**src/sv/aptv_pkg.sv**
```systemverilog
// Package: constants, status codes, function codes and sequencer states for the stamp validator.
package aptv_pkg;

   localparam int unsigned HistoryNeeded = 5;
   localparam int unsigned HistW = $clog2(HistoryNeeded + 1);

   localparam logic [63:0] NsScale    = 64'd10000000;
   localparam logic [18:0] RateDiv    = 19'd100;
   localparam logic [63:0] BoundNs    = 64'd10000000;
   localparam logic [63:0] GapBoundNs = 64'd3000000;
   localparam logic [18:0] RateReset  = 19'd48000;

   typedef enum logic [1:0] {
      STATUS_SUCCESS = 2'd0,
      STATUS_FAILED  = 2'd1,
      STATUS_MODIFY  = 2'd2
   } status_type;

   typedef enum logic [1:0] {
      FUNC_UPDATE = 2'd0,
      FUNC_RESET  = 2'd1,
      FUNC_QUERY  = 2'd2,
      FUNC_NONE   = 2'd3
   } func_type;

   typedef enum logic [3:0] {
      ST_IDLE,
      ST_RDIV,
      ST_MUL,
      ST_DIV,
      ST_PRED,
      ST_GAP_START,
      ST_GAP_DIV,
      ST_GAP_END,
      ST_QUERY_END,
      ST_OUT
   } state_type;

endpackage

```
**src/sv/audio_position_timestamp_validator.sv**
```systemverilog
// Top level: anchor/history stamp validator with a shared serial multiply/divide unit.
//
//  channel | ports                                     | direction
//  req     | req_valid/req_ready, func, frame, nano_time | in
//  rsp     | rsp_valid/rsp_ready, status, pos_time, anchors | out
//  csr     | csr_we, csr_wdata (sample_rate)           | in
//
// Reset-anchor and unused words answer on the next cycle. Others step through rate/100
// (reciprocal multiply), the serial multiply by 1e7 and the serial divide; a query then
// forms its position time, an update checks the prediction, and the gap check adds its
// own multiply and divide before the result is registered.
// Synchronous active-high reset clears anchors and history count, and sets sample_rate to 48000.
// A result waits in the output register; the next word is taken once it leaves.
module audio_position_timestamp_validator
   import aptv_pkg::*;
(
   input  logic        clock,
   input  logic        reset,
   input  logic        req_valid,
   output logic        req_ready,
   input  logic [1:0]  req_func,
   input  logic [63:0] req_frame,
   input  logic signed [63:0] req_nano_time,
   output logic        rsp_valid,
   input  logic        rsp_ready,
   output logic [1:0]  rsp_status,
   output logic signed [63:0] rsp_pos_time,
   output logic [63:0] rsp_anchor_frame_out,
   output logic signed [63:0] rsp_anchor_time_out,
   input  logic        csr_we,
   input  logic [18:0] csr_wdata
);

   state_type state_ff, state_in;
   logic [18:0] rate_ff, rate_in;
   logic [63:0] anc_f_ff, anc_f_in, anc_t_ff, anc_t_in;
   logic [HistW-1:0] hcnt_ff, hcnt_in;
   logic bad_ff, bad_in;
   logic [63:0] hf_ff, hf_in, ht_ff, ht_in;
   logic [1:0] func_ff, func_in;
   logic [63:0] fr_ff, fr_in, nt_ff, nt_in;
   // shared serial unit: acc is remainder/product, q is quotient/multiplier
   logic [63:0] acc_ff, acc_in, q_ff, q_in;
   logic [18:0] dv_ff, dv_in;
   logic [6:0] cnt_ff, cnt_in;
   logic neg_ff, neg_in;
   logic qsub_ff, qsub_in;
   logic [63:0] pred_ff, pred_in;
   logic rv_ff, rv_in;
   logic [1:0] st_ff, st_in;
   logic [63:0] pt_ff, pt_in, of_ff, of_in, ot_ff, ot_in;

   logic [64:0] trial;
   logic [63:0] term, pdelta, err, lo, hi, gdelta;
   logic near, gapok, fullnow;
   logic [HistW-1:0] hnext;
   logic [38:0] rprod;
   logic [18:0] rquot;

   always_ff @(posedge clock) begin
      if (reset) begin
         state_ff <= ST_IDLE;
         rate_ff  <= RateReset;
         anc_f_ff <= '0;
         anc_t_ff <= '0;
         hcnt_ff  <= '0;
         bad_ff   <= 1'b0;
         rv_ff    <= 1'b0;
      end else begin
         state_ff <= state_in;
         rate_ff  <= rate_in;
         anc_f_ff <= anc_f_in;
         anc_t_ff <= anc_t_in;
         hcnt_ff  <= hcnt_in;
         bad_ff   <= bad_in;
         rv_ff    <= rv_in;
      end
   end

   always_ff @(posedge clock) begin
      hf_ff <= hf_in;  ht_ff <= ht_in;
      func_ff <= func_in; fr_ff <= fr_in; nt_ff <= nt_in;
      acc_ff <= acc_in; q_ff <= q_in; dv_ff <= dv_in; cnt_ff <= cnt_in;
      neg_ff <= neg_in; qsub_ff <= qsub_in; pred_ff <= pred_in;
      st_ff <= st_in; pt_ff <= pt_in; of_ff <= of_in; ot_ff <= ot_in;
   end

   assign req_ready = (state_ff == ST_IDLE) && !rv_ff;
   assign rsp_valid = rv_ff;
   assign rsp_status = st_ff;
   assign rsp_pos_time = pt_ff;
   assign rsp_anchor_frame_out = of_ff;
   assign rsp_anchor_time_out = ot_ff;

   always_comb begin
      trial  = {acc_ff, q_ff[63]} - {46'd0, dv_ff};
      term   = (dv_ff == '0) ? 64'd0 : (neg_ff ? 64'd0 - q_ff : q_ff);
      pdelta = fr_ff - anc_f_ff;
      lo     = pred_ff - BoundNs;
      hi     = pred_ff + BoundNs;
      near   = ((fr_ff == anc_f_ff) && (nt_ff == anc_t_ff)) ||
               ($signed(nt_ff) <= $signed(hi) && $signed(nt_ff) >= $signed(lo));
      gdelta = fr_ff - hf_ff;
      err    = nt_ff - ht_ff - term;
      gapok  = (hf_ff < fr_ff) && ($signed(err) < $signed(GapBoundNs)) &&
               ($signed(err) > -$signed(GapBoundNs));
      hnext  = (hcnt_ff < HistW'(HistoryNeeded)) ? hcnt_ff + HistW'(1) : hcnt_ff;
      fullnow = (hnext == HistW'(HistoryNeeded));
      // rate / 100 as rate * ceil(2^26 / 100) >> 26, exact over 19 bits
      rprod  = {20'd0, rate_ff} * 39'd671089;
      rquot  = {6'd0, rprod[38:26]};
   end

   always_comb begin
      state_in = state_ff; rate_in = rate_ff;
      anc_f_in = anc_f_ff; anc_t_in = anc_t_ff;
      hcnt_in = hcnt_ff; bad_in = bad_ff; hf_in = hf_ff; ht_in = ht_ff;
      func_in = func_ff; fr_in = fr_ff; nt_in = nt_ff;
      acc_in = acc_ff; q_in = q_ff; dv_in = dv_ff; cnt_in = cnt_ff;
      neg_in = neg_ff; qsub_in = qsub_ff; pred_in = pred_ff;
      rv_in = rv_ff; st_in = st_ff; pt_in = pt_ff; of_in = of_ff; ot_in = ot_ff;
      if (csr_we) rate_in = csr_wdata;
      if (rv_ff && rsp_ready) rv_in = 1'b0;
      case (state_ff)
         ST_IDLE: begin
            if (req_valid && req_ready) begin
               func_in = req_func; fr_in = req_frame; nt_in = req_nano_time;
               case (func_type'(req_func))
                  FUNC_RESET: begin
                     anc_f_in = req_frame; anc_t_in = req_nano_time;
                     hcnt_in = '0; bad_in = 1'b0;
                     st_in = STATUS_SUCCESS; pt_in = '0;
                     of_in = req_frame; ot_in = req_nano_time;
                     rv_in = 1'b1;
                  end
                  FUNC_NONE: begin
                     st_in = STATUS_SUCCESS; pt_in = '0;
                     of_in = anc_f_ff; ot_in = anc_t_ff; rv_in = 1'b1;
                  end
                  default: begin
                     state_in = ST_RDIV;
                  end
               endcase
            end
         end
         ST_RDIV: begin
            dv_in = rquot;
            qsub_in = (func_ff == FUNC_QUERY) && (fr_ff < anc_f_ff);
            q_in = ((func_ff == FUNC_QUERY) && (fr_ff < anc_f_ff)) ?
                   anc_f_ff - fr_ff : pdelta;
            acc_in = '0; cnt_in = 7'd64; state_in = ST_MUL;
         end
         ST_MUL: begin
            // shift-add multiply by 1e7, low 64 bits
            acc_in = {acc_ff[62:0], 1'b0} + (q_ff[63] ? NsScale : 64'd0);
            q_in = {q_ff[62:0], 1'b0};
            cnt_in = cnt_ff - 7'd1;
            if (cnt_ff == 7'd1) begin
               neg_in = acc_in[63];
               q_in = acc_in[63] ? 64'd0 - acc_in : acc_in;
               acc_in = '0; cnt_in = 7'd64; state_in = ST_DIV;
            end
         end
         ST_DIV, ST_GAP_DIV: begin
            if (!trial[64]) begin
               acc_in = trial[63:0]; q_in = {q_ff[62:0], 1'b1};
            end else begin
               acc_in = {acc_ff[62:0], q_ff[63]}; q_in = {q_ff[62:0], 1'b0};
            end
            cnt_in = cnt_ff - 7'd1;
            if (cnt_ff == 7'd1)
               state_in = (state_ff == ST_GAP_DIV) ? ST_GAP_END :
                          (func_ff == FUNC_QUERY) ? ST_QUERY_END : ST_PRED;
         end
         ST_QUERY_END: begin
            pt_in = qsub_ff ? anc_t_ff - term : anc_t_ff + term;
            st_in = STATUS_SUCCESS; of_in = anc_f_ff; ot_in = anc_t_ff;
            state_in = ST_OUT;
         end
         ST_PRED: begin
            pred_in = anc_t_ff + term;
            state_in = ST_GAP_START;
         end
         ST_GAP_START: begin
            if (near) begin
               anc_f_in = fr_ff; anc_t_in = nt_ff; hcnt_in = '0; bad_in = 1'b0;
               st_in = STATUS_SUCCESS; pt_in = '0; of_in = fr_ff; ot_in = nt_ff;
               state_in = ST_OUT;
            end else if (hcnt_ff == '0) begin
               state_in = ST_GAP_END;
               neg_in = 1'b0; q_in = '0; dv_in = '0;
            end else begin
               acc_in = '0; q_in = gdelta; cnt_in = 7'd64; state_in = ST_MUL;
               func_in = FUNC_NONE;
            end
         end
         ST_GAP_END: begin
            if (hcnt_ff != '0 && !gapok) bad_in = 1'b1;
            hf_in = fr_ff; ht_in = nt_ff; hcnt_in = hnext;
            pt_in = '0; of_in = anc_f_ff; ot_in = anc_t_ff;
            if (!fullnow) st_in = STATUS_FAILED;
            else if (bad_in) begin
               st_in = STATUS_FAILED; hcnt_in = '0; bad_in = 1'b0;
            end else st_in = STATUS_MODIFY;
            state_in = ST_OUT;
         end
         ST_OUT: begin
            rv_in = 1'b1; state_in = ST_IDLE;
         end
         default: state_in = ST_IDLE;
      endcase
      // gap multiply flows into the gap divide
      if (state_ff == ST_MUL && cnt_ff == 7'd1 && func_ff == FUNC_NONE)
         state_in = ST_GAP_DIV;
   end

endmodule
```
**config.mk**
```make
export PLATFORM = sky130hd
export DESIGN_NAME = audio_position_timestamp_validator
export DESIGN_NICKNAME = d
export VERILOG_FILES = /design/src/sv/aptv_pkg.sv /design/src/sv/audio_position_timestamp_validator.sv
export SDC_FILE = /design/constraint.sdc
export NUM_CORES = 2
export LEC_CHECK = 0
export ABC_AREA = 1
export BUFFER_PORTS_ARGS = -buffer_cell sky130_fd_sc_hd__buf_2
export CORE_MARGIN = 10
export CORE_UTILIZATION = 35
export CTS_BUF_LIST = sky130_fd_sc_hd__clkbuf_16
export DETAILED_ROUTE_END_ITERATION = 16
export HOLD_SLACK_MARGIN = 0.02
export PLACE_DENSITY = 0.56
export SLEW_MARGIN = 20
export SYNTH_ARGS = -nofsm -noshare
export SYNTH_HDL_FRONTEND = slang
export SYNTH_SLANG_ARGS = --single-unit
```
**constraint.sdc**
```tcl
create_clock -name clock -period 13.13 [get_ports clock]
set_input_delay 1.313 -clock clock [delete_from_list [all_inputs] [get_ports clock]]
set_output_delay 1.313 -clock clock [all_outputs]
set_load 0.02 [all_outputs]
```
==> results.sh <==
export IMPL_setup_worst_path_end_class="flop"
export IMPL_status="complete, no violations"
export IMPL_drive_gt1_frac=0.0604
export IMPL_yosys_area_top_type_share=0.240
export IMPL_synth_area_per_cell_um2=6.95
export IMPL_yosys_warnings=0
export IMPL_routed_top_layer="met5"
export IMPL_ant_nets=0
export IMPL_grt_remaining_overflow=0
export IMPL_cts_sinks=822
export IMPL_drt_pass1_iterations=7
export IMPL_cts_buffer_depth=3
export IMPL_cts_resized=0
export IMPL_setup_tns_ns=0
export IMPL_cp_common_cell="nand2_1"
export IMPL_clk_pin_slew_ns=0.06
export IMPL_fin_nets=13200
export IMPL_grt_max_degree=131
export IMPL_setup_viol=0
export IMPL_initial_utilization=0.353
export IMPL_h_tree_depth=3
export IMPL_layout_common_cells="nand2_1 (2647), inv_1 (2134), nor2_1 (1199), a21oi_1 (1151), o21ai_0 (804)"
export IMPL_routedWlPerCell_um=21.6
export IMPL_synth_edf_count=666
export IMPL_hold_buffers=0
export IMPL_critPathMaxStageDelay_ns=0.54
export IMPL_synth_cells=12000
export IMPL_critPathMaxFanout=5
export IMPL_ys_seq_area_frac=0.278
export IMPL_grt_pass1_vias=78600
export IMPL_finClkSkew_ns=0.0666
export IMPL_place_gp_congestion=1.03
export IMPL_rsz0062_at_grt="false"
export IMPL_worstSetupPathType="flop to flop"
export IMPL_antenna_found_initial=20
export IMPL_fillers=25200
export IMPL_fp_row_count=178
export IMPL_routed_wl_met3_mm=21.7
export IMPL_p_switching_uw=14100
export IMPL_synth_area_leaders="edfxtp_1 (24%), nand2_1 (12%), ha_1 (10%)"
export IMPL_ios=350
export IMPL_worstPathArrival_ns=8.50
export IMPL_port_buffers=349
export IMPL_async_flop_share=0
export IMPL_worst_pin_slew_ns=1.18
export IMPL_area_growth_pct=10.4
export IMPL_syn_nets=13000
export IMPL_die_area_um2=258000
export IMPL_slew_viol_final=0
export IMPL_dp_hpwl_mm=276
export IMPL_drt_met1_wl_mm=143
export IMPL_cts_setup_buffers=0
export IMPL_min_period_ns=7.98
export IMPL_wl_mm=334
export IMPL_grt_usage=0.248
export IMPL_p_int_uw=10900
export IMPL_preCtsSetupSlack_ns=5.37
export IMPL_vias_per_cell=5.25
export IMPL_drv_cap=0
export IMPL_pwr_share_seq=0.210
export IMPL_switching_share=0.563
export IMPL_worstSkewPairLatency_ns=0.83
export IMPL_cts_tree="built"
export IMPL_synth_area_leader_cell="edfxtp_1"
export IMPL_dr_wl_met2_mm=150
export IMPL_clock_root_buffer="clkbuf_16"
export IMPL_slew_headroom=0.201
export IMPL_p_leak_uw=0.0429
export IMPL_start_kind="flop"
export IMPL_timing_final_ws_setup_ns=5.15
export IMPL_vdd_ir_drop_worst_mv=0.221
export IMPL_numCtsBuffers=102
export IMPL_layout_commonest_cell="nand2_1"
export IMPL_synth_distinct_cells=84
export IMPL_syn_area_um2=83200
export IMPL_p_per_area_nw_per_um2=272
export IMPL_cp_required_ns=13.66
export IMPL_combPwrFrac=0.668
export IMPL_finalHoldViolations=0
export IMPL_drc_errors=0
export IMPL_power_uw=25000
export IMPL_fin_crit_sh=0.607
export IMPL_synth_top_flop_cell="edfxtp_1"
export IMPL_clock_fmax_ghz=0.125
export IMPL_cp_slowest_cell="nor3_1"
export IMPL_worst_hold_path_type="flop to flop"
export IMPL_dr_first_iter_drc_count=7125
export IMPL_die_w_um=508
export IMPL_vias=81000
export IMPL_grt_pass1_wl_mm=493
export IMPL_fp_dieH_um=508
export IMPL_clkPwrFrac=0.122
export IMPL_core_um2=236000
export IMPL_synth_seq_cells=822
==> worst max-delay path: cells and delay by family (launching register included) <==
kind            cells  cell delay, ns
simple gates       29            5.08
fa+ha+maj           3            1.13
buf+inv             5            0.54
compound gates      1            0.53
flops               1            0.39
==> power by group through the flow <==
stage	combinational [uW]	sequential, uW	clock (uW)
5_1_grt	18500	5340	3210
3_5_place_dp	16400	5260	0
4_1_cts	16500	5220	3120
6_report	16700	5240	3060
2_1_floorplan	11100	5020	0
3_3_place_gp	16400	5270	0
==> cell type report <==
class                   instances  area (um^2)  area share
multi-input cells            8682        50900       0.554
clock inverters                88          943      0.0103
clock buffers                 104         2600      0.0283
inverters                    2152         8090      0.0881
repair buffers                413         2250      0.0245
flip-flops and latches        822        23100       0.252
diodes                         11         27.5    0.000300
well taps                    3150         3940      0.0429
==> cell families (layout without fill, tap and decap cells) <==
kind of cell	Yosys count	count (layout)	share of synthesized area
fa+ha+maj	889	889	0.151
buf+inv	2467	2757	0.112
other cells	0	11	0
mux	7	7	0.000842
simple gates	4801	4801	0.241
xor+xnor	443	443	0.0474
compound gates	2542	2542	0.170
flops	822	822	0.278
==> through the flow <==
step	utilization	instances	cell area, um^2	hold slack [ns]
floorplan	-	12000	83200	0.445
global placement	0.374	15200	88300	0.455
detailed placement	0.374	15200	88300	0.465
CTS	0.389	15400	91800	0.475
global route	0.389	15400	91900	0.505
finish	0.390	15400	91900	0.473
==> synth_stat cells (9+ instances only) <==
library cell and number:
xnor2_1 116, a21oi_1 1153, nor3_2 16, inv_1 2122
nor3b_1 9, o2111ai_1 41, nand3b_1 35, and2_1 9
or2_2 22, clkbuf_1 238, nand4_1 169, o31ai_1 9
xor2_2 9, o21a_1 49, a221oi_1 13, ha_1 694
o211ai_1 155, xor2_1 318, a21boi_0 10, inv_2 24
nand2_2 20, nand3_1 342, dfxtp_1 156, a211oi_1 12
o22ai_1 36, nand2_1 2650, buf_2 57, a21o_1 30
a31oi_1 86, nor2_4 9, buf_1 11, o221ai_1 22
o21ai_0 804, edfxtp_1 666, o21bai_1 38, o21ai_1 35
nor2_2 13, nor4_1 70, fa_1 195, nor2_1 1209
nor3_1 188
==> path summary, 6_finish.rpt <==
kind         startpoint             to  slack, ns  depth (start not counted)
min reg2reg      bad_ff         bad_ff       0.47                          2
min              bad_ff         bad_ff       0.47                          2
max             q_ff[1]  rsp_status[0]       5.15                         38
max reg2reg     q_ff[1]  rsp_status[0]       5.15                         38
==> layer usage <==
layer	track usage	up-vias
li1	-	39700
met1	0.323	37800
met2	0.405	2878
met3	0.0334	656
met4	0.118	4
met5	0	-
Power figures use the tool's default switching activity.
